[src/gfcc_pkg.sv]
// Shared types and constants for the GNSS frame checksum checker.
// No dependencies; the other files refer to it by scoped names or import it.
`timescale 1ns / 1ps

package gfcc_pkg;

    localparam logic [7:0] SYNC_FIRST  = 8'hB5;
    localparam logic [7:0] SYNC_SECOND = 8'h62;

    localparam int CFG_IDX_W = 3;

    localparam logic [CFG_IDX_W-1:0] CFG_ID_POSITION  = 3'd0;
    localparam logic [CFG_IDX_W-1:0] CFG_LEN_POSITION = 3'd1;
    localparam logic [CFG_IDX_W-1:0] CFG_ID_PVT       = 3'd2;
    localparam logic [CFG_IDX_W-1:0] CFG_LEN_PVT      = 3'd3;
    localparam logic [CFG_IDX_W-1:0] CFG_ID_TIME      = 3'd4;
    localparam logic [CFG_IDX_W-1:0] CFG_LEN_TIME     = 3'd5;

    localparam logic [1:0] KIND_POSITION = 2'd0;
    localparam logic [1:0] KIND_PVT      = 2'd1;
    localparam logic [1:0] KIND_TIME     = 2'd2;
    localparam logic [1:0] KIND_UNKNOWN  = 2'd3;

    localparam logic [3:0] PH_HUNT1   = 4'd0;
    localparam logic [3:0] PH_HUNT2   = 4'd1;
    localparam logic [3:0] PH_CLASS   = 4'd2;
    localparam logic [3:0] PH_ID      = 4'd3;
    localparam logic [3:0] PH_LEN1    = 4'd4;
    localparam logic [3:0] PH_LEN2    = 4'd5;
    localparam logic [3:0] PH_PAYLOAD = 4'd6;
    localparam logic [3:0] PH_CKA     = 4'd7;
    localparam logic [3:0] PH_CKB     = 4'd8;

    typedef struct packed {
        logic [7:0] id_position;
        logic [7:0] len_position;
        logic [7:0] id_pvt;
        logic [7:0] len_pvt;
        logic [7:0] id_time;
        logic [7:0] len_time;
    } t_cfg;

    typedef struct packed {
        logic [1:0] msg_kind;
        logic       check_status;
        logic [7:0] msg_id;
    } t_result;

endpackage

[src/gfcc_cfg_regs.sv]
// Configuration register file: message IDs and payload lengths.
// Depends on gfcc_pkg.
`timescale 1ns / 1ps

module gfcc_cfg_regs (
    input  logic                            i_clk,
    input  logic                            i_rst_n,
    input  logic                            i_cfg_wr_en,
    input  logic [gfcc_pkg::CFG_IDX_W-1:0]  i_cfg_index,
    input  logic [7:0]                      i_cfg_wdata,
    output gfcc_pkg::t_cfg                  o_cfg
);

    gfcc_pkg::t_cfg r_cfg;
    gfcc_pkg::t_cfg n_cfg;

    always_comb begin
        n_cfg = r_cfg;
        if (i_cfg_wr_en) begin
            case (i_cfg_index)
                gfcc_pkg::CFG_ID_POSITION:  n_cfg.id_position  = i_cfg_wdata;
                gfcc_pkg::CFG_LEN_POSITION: n_cfg.len_position = i_cfg_wdata;
                gfcc_pkg::CFG_ID_PVT:       n_cfg.id_pvt       = i_cfg_wdata;
                gfcc_pkg::CFG_LEN_PVT:      n_cfg.len_pvt      = i_cfg_wdata;
                gfcc_pkg::CFG_ID_TIME:      n_cfg.id_time      = i_cfg_wdata;
                gfcc_pkg::CFG_LEN_TIME:     n_cfg.len_time     = i_cfg_wdata;
                default:                    n_cfg = r_cfg;
            endcase
        end
    end

    always_ff @(posedge i_clk) begin
        if (!i_rst_n) begin
            r_cfg.id_position  <= 8'd2;
            r_cfg.len_position <= 8'd28;
            r_cfg.id_pvt       <= 8'd7;
            r_cfg.len_pvt      <= 8'd92;
            r_cfg.id_time      <= 8'd18;
            r_cfg.len_time     <= 8'd56;
        end else begin
            r_cfg <= n_cfg;
        end
    end

    assign o_cfg = r_cfg;

endmodule

[src/gfcc_frame_parser.sv]
// Frame parser: sync hunt, header decode, Fletcher-8 sum and checksum compare.
// Depends on gfcc_pkg.
`timescale 1ns / 1ps

module gfcc_frame_parser (
    input  logic              i_clk,
    input  logic              i_rst_n,
    input  logic              i_accept,
    input  logic [7:0]        i_byte,
    input  gfcc_pkg::t_cfg    i_cfg,
    output logic              o_res_valid,
    output gfcc_pkg::t_result o_res
);

    logic [3:0] r_phase, n_phase;
    logic [7:0] r_sum_a, n_sum_a;
    logic [7:0] r_sum_b, n_sum_b;
    logic [7:0] r_left,  n_left;
    logic [1:0] r_kind,  n_kind;
    logic [7:0] r_id,    n_id;
    logic       r_ck_ok, n_ck_ok;

    logic [7:0] acc_a;
    logic [7:0] acc_b;
    logic [7:0] left_dec;

    assign acc_a    = r_sum_a + i_byte;
    assign acc_b    = r_sum_b + acc_a;
    assign left_dec = r_left - 8'd1;

    always_comb begin
        n_phase     = r_phase;
        n_sum_a     = r_sum_a;
        n_sum_b     = r_sum_b;
        n_left      = r_left;
        n_kind      = r_kind;
        n_id        = r_id;
        n_ck_ok     = r_ck_ok;
        o_res_valid = 1'b0;
        o_res       = '0;

        case (r_phase)
            gfcc_pkg::PH_HUNT2: begin
                if (i_byte == gfcc_pkg::SYNC_SECOND) begin
                    n_phase = gfcc_pkg::PH_CLASS;
                end else if (i_byte != gfcc_pkg::SYNC_FIRST) begin
                    n_phase = gfcc_pkg::PH_HUNT1;
                end
            end
            gfcc_pkg::PH_CLASS: begin
                n_sum_a = i_byte;
                n_sum_b = i_byte;
                n_phase = gfcc_pkg::PH_ID;
            end
            gfcc_pkg::PH_ID: begin
                n_sum_a = acc_a;
                n_sum_b = acc_b;
                n_id    = i_byte;
                n_phase = gfcc_pkg::PH_LEN1;
                // first match wins: position, then pvt, then time
                if (i_byte == i_cfg.id_position) begin
                    n_kind = gfcc_pkg::KIND_POSITION;
                    n_left = i_cfg.len_position;
                end else if (i_byte == i_cfg.id_pvt) begin
                    n_kind = gfcc_pkg::KIND_PVT;
                    n_left = i_cfg.len_pvt;
                end else if (i_byte == i_cfg.id_time) begin
                    n_kind = gfcc_pkg::KIND_TIME;
                    n_left = i_cfg.len_time;
                end else begin
                    n_id                = r_id;
                    n_phase             = gfcc_pkg::PH_HUNT1;
                    o_res_valid         = 1'b1;
                    o_res.msg_kind      = gfcc_pkg::KIND_UNKNOWN;
                    o_res.check_status  = 1'b0;
                    o_res.msg_id        = i_byte;
                end
            end
            gfcc_pkg::PH_LEN1: begin
                n_sum_a = acc_a;
                n_sum_b = acc_b;
                n_phase = gfcc_pkg::PH_LEN2;
            end
            gfcc_pkg::PH_LEN2: begin
                n_sum_a = acc_a;
                n_sum_b = acc_b;
                n_phase = (r_left == 8'd0) ? gfcc_pkg::PH_CKA : gfcc_pkg::PH_PAYLOAD;
            end
            gfcc_pkg::PH_PAYLOAD: begin
                n_sum_a = acc_a;
                n_sum_b = acc_b;
                n_left  = left_dec;
                if (left_dec == 8'd0) begin
                    n_phase = gfcc_pkg::PH_CKA;
                end
            end
            gfcc_pkg::PH_CKA: begin
                n_ck_ok = (i_byte == r_sum_a);
                n_phase = gfcc_pkg::PH_CKB;
            end
            gfcc_pkg::PH_CKB: begin
                n_phase            = gfcc_pkg::PH_HUNT1;
                o_res_valid        = 1'b1;
                o_res.msg_kind     = r_kind;
                o_res.check_status = !(r_ck_ok && (i_byte == r_sum_b));
                o_res.msg_id       = r_id;
            end
            default: begin
                // hunting, and any unused code, look for the first sync byte
                n_phase = (i_byte == gfcc_pkg::SYNC_FIRST) ? gfcc_pkg::PH_HUNT2
                                                            : gfcc_pkg::PH_HUNT1;
            end
        endcase

        if (!i_accept) begin
            o_res_valid = 1'b0;
        end
    end

    always_ff @(posedge i_clk) begin
        if (!i_rst_n) begin
            r_phase <= gfcc_pkg::PH_HUNT1;
            r_sum_a <= 8'd0;
            r_sum_b <= 8'd0;
            r_left  <= 8'd0;
            r_kind  <= 2'd0;
            r_id    <= 8'd0;
            r_ck_ok <= 1'b0;
        end else if (i_accept) begin
            r_phase <= n_phase;
            r_sum_a <= n_sum_a;
            r_sum_b <= n_sum_b;
            r_left  <= n_left;
            r_kind  <= n_kind;
            r_id    <= n_id;
            r_ck_ok <= n_ck_ok;
        end
    end

endmodule

[src/gfcc_result_buffer.sv]
// Result register with one skid entry behind it.
// Depends on gfcc_pkg.
`timescale 1ns / 1ps

module gfcc_result_buffer (
    input  logic              i_clk,
    input  logic              i_rst_n,
    input  logic              i_push,
    input  gfcc_pkg::t_result i_res,
    input  logic              i_out_stall,
    output logic              o_out_valid,
    output gfcc_pkg::t_result o_res,
    output logic              o_full
);

    logic              r_out_valid;
    gfcc_pkg::t_result r_out;
    logic              r_skid_valid;
    gfcc_pkg::t_result r_skid;
    logic              out_free;

    // the output slot can load when empty or when its word is taken now
    assign out_free = !r_out_valid || !i_out_stall;

    always_ff @(posedge i_clk) begin
        if (!i_rst_n) begin
            r_out_valid  <= 1'b0;
            r_skid_valid <= 1'b0;
        end else if (out_free) begin
            if (r_skid_valid) begin
                r_out_valid  <= 1'b1;
                r_skid_valid <= 1'b0;
            end else begin
                r_out_valid  <= i_push;
            end
        end else if (i_push) begin
            r_skid_valid <= 1'b1;
        end
    end

    always_ff @(posedge i_clk) begin
        if (out_free) begin
            r_out <= r_skid_valid ? r_skid : i_res;
        end else if (i_push) begin
            r_skid <= i_res;
        end
    end

    assign o_out_valid = r_out_valid;
    assign o_res       = r_out;
    assign o_full      = r_skid_valid;

endmodule

[src/gnss_frame_checksum_checker_core.sv]
// Top level of the GNSS frame checksum checker.
// Depends on gfcc_pkg, gfcc_cfg_regs, gfcc_frame_parser, gfcc_result_buffer.
`timescale 1ns / 1ps

// Usage
//   Input channel: one raw stream byte per word on i_rx_byte, qualified by
//   i_in_valid; the block holds off the sender with o_in_stall.
//   Output channel: one word per finished frame (or per unknown ID byte),
//   carrying o_msg_kind, o_check_status and o_msg_id, qualified by
//   o_out_valid; the receiver holds it with i_out_stall.
//   Config port: write i_cfg_wdata to register i_cfg_index while
//   i_cfg_wr_en is high. Index 0..5 are the ID and payload length of the
//   position, pvt and time kinds; other indexes are dropped. Write only
//   while the block is idle.
// Timing
//   Each accepted byte advances the parser in that same cycle, so the
//   block takes one byte every clock while o_in_stall is low. A result
//   is registered on its final byte (second checksum or unknown ID).
// Reset and backpressure
//   Synchronous active-low reset restores default register values, puts
//   the parser into the sync hunt and empties the result path.
//   While the receiver stalls, the held result stays put and one more
//   result can park in a skid entry; o_in_stall rises only once that
//   entry is occupied.

module gnss_frame_checksum_checker_core (
    input  logic                           i_clk,
    input  logic                           i_rst_n,
    input  logic                           i_in_valid,
    output logic                           o_in_stall,
    input  logic [7:0]                     i_rx_byte,
    output logic                           o_out_valid,
    input  logic                           i_out_stall,
    output logic [1:0]                     o_msg_kind,
    output logic                           o_check_status,
    output logic [7:0]                     o_msg_id,
    input  logic                           i_cfg_wr_en,
    input  logic [gfcc_pkg::CFG_IDX_W-1:0] i_cfg_index,
    input  logic [7:0]                     i_cfg_wdata
);

    gfcc_pkg::t_cfg    cfg;
    gfcc_pkg::t_result res;
    gfcc_pkg::t_result out_res;
    logic              res_valid;
    logic              buf_full;
    logic              in_accept;

    // take a byte whenever the skid entry is free
    assign o_in_stall = buf_full;
    assign in_accept  = i_in_valid && !buf_full;

    gfcc_cfg_regs u_cfg_regs (
        .i_clk       (i_clk),
        .i_rst_n     (i_rst_n),
        .i_cfg_wr_en (i_cfg_wr_en),
        .i_cfg_index (i_cfg_index),
        .i_cfg_wdata (i_cfg_wdata),
        .o_cfg       (cfg)
    );

    gfcc_frame_parser u_frame_parser (
        .i_clk       (i_clk),
        .i_rst_n     (i_rst_n),
        .i_accept    (in_accept),
        .i_byte      (i_rx_byte),
        .i_cfg       (cfg),
        .o_res_valid (res_valid),
        .o_res       (res)
    );

    gfcc_result_buffer u_result_buffer (
        .i_clk       (i_clk),
        .i_rst_n     (i_rst_n),
        .i_push      (res_valid),
        .i_res       (res),
        .i_out_stall (i_out_stall),
        .o_out_valid (o_out_valid),
        .o_res       (out_res),
        .o_full      (buf_full)
    );

    assign o_msg_kind     = out_res.msg_kind;
    assign o_check_status = out_res.check_status;
    assign o_msg_id       = out_res.msg_id;

endmodule

[config.mk]
export PLATFORM = sky130hd
export DESIGN_NAME = gnss_frame_checksum_checker_core
export DESIGN_NICKNAME = d
export VERILOG_FILES = /design/src/gfcc_pkg.sv /design/src/gfcc_cfg_regs.sv /design/src/gfcc_frame_parser.sv /design/src/gfcc_result_buffer.sv /design/src/gnss_frame_checksum_checker_core.sv
export SDC_FILE = /design/constraint.sdc
export NUM_CORES = 1
export LEC_CHECK = 0
export BUFFER_PORTS_ARGS = -buffer_cell sky130_fd_sc_hd__clkbuf_2
export CAP_MARGIN = 0
export CORE_UTILIZATION = 60
export CTS_BUF_LIST = sky130_fd_sc_hd__clkbuf_4 sky130_fd_sc_hd__clkbuf_8 sky130_fd_sc_hd__clkbuf_16
export CTS_CLUSTER_SIZE = 24
export DETAILED_ROUTE_END_ITERATION = 7
export HOLD_SLACK_MARGIN = 0.12
export PLACE_DENSITY = 0.79
export SLEW_MARGIN = 20
export SYNTH_ARGS = -nofsm -noshare
export SYNTH_HDL_FRONTEND = slang
export SYNTH_SLANG_ARGS = --single-unit
[constraint.sdc]
create_clock -name i_clk -period 9.2 [get_ports i_clk]
set_clock_uncertainty 0.05 [all_clocks]
set_input_delay 1.84 -clock i_clk [delete_from_list [all_inputs] [get_ports i_clk]]
set_output_delay 1.84 -clock i_clk [all_outputs]
set_load 0.02 [all_outputs]
# [Word-level counts from Yosys, hierarchy flattened]
# Index checks and enable logic that the tools add are counted.
# W data, S select, Z words.
[word_totals] memories=0 word_cells=109 out_inout_bits=13 ff_bits=111 input_bits=24 romBits=0 mem_bits_rw=0 latch_bits=0
[op_classes] div_mod_pow=0 n_shift=0 mul=0 n_eq_ne=24 muxes=32 magnitude_cmp=0 reduce_logical=27 n_bitwise=2 addsub=3
[op_table] op="$mux W8" n=6
[op_table] op="$pmux W8 S2" n=3
[op_table] op="$mux W11" n=4
[op_table] op="$eq A8 B8 Y1" n=5
[op_table] op="$pmux W4 S8" n=1
[op_table] op="$pmux W11 S2" n=1
[op_table] op="$mux W4" n=5
[op_table] op="$reduce_and A2 Y1" n=9
[op_table] op="$add A8 B8 Y8" n=2
[op_table] op="$eq A4 B3 Y1 const B" n=4
[op_table] op="$logic_not A8 Y1" n=2
[op_table] op="$reduce_and A3 Y1" n=3
[op_table] op="$eq A4 B2 Y1 const B" n=2
[op_table] op="$eq A8 B7 Y1 const B" n=1
[op_table] op="$eq A8 B8 Y1 const B" n=1
[op_table] op="$ne A8 B8 Y1 const B" n=1
[op_table] op="$sub A8 B1 Y8 const B" n=1
[op_table] op="$mux W1" n=7
[op_table] op="$eq A3 B2 Y1 const B" n=2
[op_table] op="$eq A3 B3 Y1 const B" n=2
[op_table] op="$mux W2" n=3
[op_table] op="$eq A4 B1 Y1 const B" n=1
[op_table] op="$eq A4 B4 Y1 const B" n=1
[op_table] op="$logic_not A1 Y1" n=4
[op_table] op="other kinds (14)" n=17

# [Logic depth before layout (Yosys ltp)]
[logic_depth] depth_word=7 depth_mapped=14

# [By module]
# From an unflattened synthesis, not the netlist that was laid out.
[hier_totals] hier_cells=633 hier_area_um2=6200.9
[modules_own_cells] mod="gfcc_frame_parser" cells_each=412 area_per_inst_um2=3412.0 instances=1
[modules_own_cells] mod="gfcc_cfg_regs" cells_each=179 area_per_inst_um2=1864.3 instances=1
[modules_own_cells] mod="gfcc_result_buffer" cells_each=41 area_per_inst_um2=910.9 instances=1
[modules_own_cells] mod="gnss_frame_checksum_checker_core" cells_each=1 area_per_inst_um2=13.8 instances=1

# [Least setup slack after synthesis]
# Ideal clock, no wire load.
[synth_path] kind="input-to-reg" start="input i_rx_byte[0]" end="register u_frame_parser.r_sum_b[7]" arrival_time_ns=4.153 path_buffers=0 stages=12 setup_slack_ns=4.869 path_cell_list="ha_1 > fa_1 > a21o_1 > a21oi_1 > xnor2_1 > ha_1 > nand3_1 > o211ai_1 > o41ai_1 > xnor2_1 > xnor2_1 > a31oi_1"
[synth_via] elab_chain_cells=3
[synth_lines] item="start: declaration" line_no="gnss_frame_checksum_checker_core.sv:31" rtl="input logic [7:0] i_rx_byte,"
[synth_lines] item="$add A8 B8 Y8" line_no="gfcc_frame_parser.sv:27" rtl="assign acc_a = r_sum_a + i_byte;"
[synth_lines] item="$add A8 B8 Y8" line_no="gfcc_frame_parser.sv:28" rtl="assign acc_b = r_sum_b + acc_a;"
[synth_lines] item="$pmux W8 S2" line_no="gfcc_frame_parser.sv:42" rtl="case (r_phase)"
[synth_lines] item="end signal: assignment" line_no="gfcc_frame_parser.sv:132" rtl="r_sum_b <= n_sum_b;"
[synth_lines] item="end: declaration" line_no="gfcc_frame_parser.sv:17" rtl="logic [7:0] r_sum_b, n_sum_b;"
# Every way passes these cells.
# A chain may end at the register's enable or synchronous reset.

# [Worst setup path after layout]
# Ends and elaborated chain as after synthesis.

==> reports/results.tsv <==
metric	value	unit
most common cell after layout, fill and taps aside	nand2_1	
Synth cell types	68	
post-route ant nets	0	
Root Buffer	clkbuf_8	
post-synthesis sequential area ratio	0.415	
Post-synth ARST share	0	
largest net degree at the start of global routing	59	
die area	0.0102	mm2
outcome	finished clean	
row cnt	35	
CP Launch Type	primary input	
final setup fails	0	
fmax	226	MHz
Syn Nets	708	
Int Pwr	0.654	mW
CTS resizes	0	
most frequent cells in the layout	117 x nand2_1, 89 x dfxtp_1, 69 x a21oi_1, 43 x nor2_1, 42 x xnor2_1	
fin crit period	4.43	ns
first-pass GRT wire length	21.8	mm
DP HPWL	9.25	mm
family with the most delay on the worst path	adder cells	
Filler cells	809	
Max VDD drop	0.0000972	V
metal2 WL	6.05	mm
GRT Util Overall	0.277	
cts hold-fix bufs	0	
clock-pin slew on the worst setup and hold paths	0.11	ns
layout cells sized above 1	0.133	
met3 wire len	839	um
Slew headroom	0.272	
Tightest Hold Check Type	reg -> reg	
Top Layer Used	met4	
die width	101	um
grt total ovfl	0	
final core occ	0.667	
syn_area_per_cell	8.86	um2
Post-CTS Setup Bufs	0	
die height	101	um
Reg2Reg Depth	12	
GPL Wtd Cong	0.856	
diode count	0	
Initial DRC Count	285	
post-synth top area share	0.302	
M1 WL	6.04	mm
Total Wirelength	13.1	mm
Synth Area in Simple Gates	0.209	
crit path capture type	flop	
area grow syn2layout	6.05	%
CP Max Fanout	10	
area leader, netlist	dfxtp_1	
Initial Util	0.629	
clock power share	0.351	
unrepaired setup endpoints after global routing	no	
cell mode on critical path	xnor2_1	
# DRC	0	
clk_lat worst skew	0.38	ns
CP Buf/Inv Count	1	
worst-path cell chain	clkbuf_2, ha_1, fa_1, a21o_1, a21oi_1, xnor2_1, ha_1, nand3_1, o211ai_1, o41ai_1, xnor2_1, xnor2_1, a31oi_1	
CP Class	in -> reg	
final period utilization	0.482	
vias per inst	5.93	
1st-pass router iterations	5	
Post-synth EDFFs	22	
xor and xnor area share after synthesis	0.0669	
synthesized area	0.00589	mm2
Worst path slowest cell	fa_1	
Leakage	2.38	nW
instance count on the critical path	13	
CTS max path bufs	2	
H-tree depth	3	
Synth Register Bits	111	
synthesized instance count	665	
via count of the routed design	4831	
ys flop type	dfxtp_1	
Worst-Margin Slew	1.09	ns
setup_tns	0	ns
# nets final	724	
antenna violations before repair	0	
combinational power share	0.077	
CTS buffer count	9	
PD cells	140	mW/mm2
CP max stage delay	0.43	ns
Hold Vio Cnt, Final	0	
worst hold path depth	2	
largest family of logic cells by synthesized area	simple AND/OR/NAND/NOR gates	
WL per Instance	16.1	um
Area contributors post-synth	dfxtp_1 30%, edfxtp_1 11%, nand2_1 7.5%, xnor2_1 6.2%, a21oi_1 5.9%	
Post-Synth Adder-Cell Area	0.0429	
P_sw	0.223	mW
mux contribution to synthesized area	0.0554	
switch share	0.255	
# Max-Cap Violations	0	
I/O Pins	37	
post-synthesis compound-gate area fraction	0.163	
Flop pwr share	0.572	
Slew Viols, Final	0	
Yosys Warn Count	0	
Core Area	0.00937	mm2
CTS tree	built	
vias in the first global route	4442	
WP data arrival	4.64	ns
Clock Sink Count	111	
required time of the worst setup path	9.41	ns
PortBufs	36	
-- worst reg2reg max path, stage by stage (launching register included) --
cell and delay [ns]:
dfxtp_1 0.32, ha_1 0.21, fa_1 0.43, a21o_1 0.17, a21oi_1 0.22, xnor2_1 0.18, ha_1 0.32, nand3_1 0.12
o211ai_1 0.12, o41ai_1 0.33, xnor2_1 0.18, xnor2_1 0.14, a31oi_1 0.10
-- routing by layer --
layer / vias up / track usage
met4: 0 / 0.0769
met1: 2277 / 0.383
met3: 20 / 0.0472
met5: - / 0
li1: 2375 / -
met2: 159 / 0.448
-- cell type report --
class                      count  area, um2  area share
clock buffer                   9        124      0.0198
multi-input combinational    508       3180       0.509
timing repair buffer          42        225      0.0360
inverter                       9       33.8     0.00541
tap                          129        161      0.0258
clock inverter                 7       83.8      0.0134
sequential                   111       2440       0.391
-- flip-flops by register name, indices dropped and copies added, names as in the netlist --
| signal | flops |
|---|---|
| u_result_buffer.o_full | 1 |
| u_frame_parser.r_ck_ok | 1 |
| u_result_buffer.o_out_valid | 1 |
| u_frame_parser.r_sum_a | 8 |
| u_result_buffer.r_skid | 11 |
| u_frame_parser.r_kind | 2 |
| u_frame_parser.r_left | 8 |
| u_frame_parser.r_id | 8 |
| u_frame_parser.r_sum_b | 8 |
| u_frame_parser.r_phase | 4 |
| u_result_buffer.o_res | 11 |
| u_cfg_regs.o_cfg | 48 |
-- path summary, 6_finish.rpt --
| path | startpoint | to | slack [ns] |
|---|---|---|---|
| max | i_rx_byte[0] | u_frame_parser.r_sum_b[7]$_SDFFE_PN0P_ | 4.77 |
| min | u_cfg_regs.o_cfg[0]$_SDFFE_PN0P_ | u_cfg_regs.o_cfg[0]$_SDFFE_PN0P_ | 0.41 |
| max reg2reg | u_frame_parser.r_sum_a[0]$_SDFFE_PN0P_ | u_frame_parser.r_sum_b[7]$_SDFFE_PN0P_ | 6.19 |
| min reg2reg | u_cfg_regs.o_cfg[0]$_SDFFE_PN0P_ | u_cfg_regs.o_cfg[0]$_SDFFE_PN0P_ | 0.41 |
-- power by group through the flow --
stage          clock network [mW]  logic (mW)  registers (mW)
2_1_floorplan                   0      0.0464           0.512
3_3_place_gp                    0      0.0643           0.513
3_5_place_dp                    0      0.0663           0.513
4_1_cts                     0.310      0.0667           0.502
5_1_grt                     0.330      0.0740           0.503
6_report                    0.307      0.0676           0.502
-- synth_stat cells (4+ instances only) --
cell type,instances
xnor2_1,42
mux2i_1,18
clkbuf_1,14
a21oi_1,69
a21o_1,4
nand2b_1,12
nand2_1,117
edfxtp_1,22
nand3_1,31
o21ai_0,27
nor4_1,6
o211ai_1,6
ha_1,17
inv_1,9
nor2_1,43
buf_4,4
dfxtp_1,89
a22o_1,8
buf_2,11
clkbuf_8,4
nor2b_1,6
mux2_2,13
a31oi_1,6
nor3_1,12
nand4_1,9
-- stage by stage --
step / setup slack (ns) / instance area (um2) / hold WS, ns / power [mW] / cells
floorplan: 4.87 / 5890 / 0.380 / 0.559 / 665
global placement: 4.48 / 6040 / 0.391 / 0.577 / 799
detailed placement: 4.39 / 6040 / 0.395 / 0.579 / 799
CTS: 4.80 / 6250 / 0.412 / 0.879 / 815
global route: 4.62 / 6250 / 0.439 / 0.907 / 815
finish: 4.77 / 6250 / 0.411 / 0.877 / 815
-- cells by family (layout without fill, tap and decap cells) --
logic type	Yosys count	count (layout)
adder cells (fa/ha/maj)	19	19
AND/OR/NAND/NOR	261	261
XOR/XNOR	45	45
AO/OA/AOI/OAI	152	152
buffers and inverters	46	67
multiplexers	31	31
flip-flops	111	111
Power figures use the tool's default switching activity.
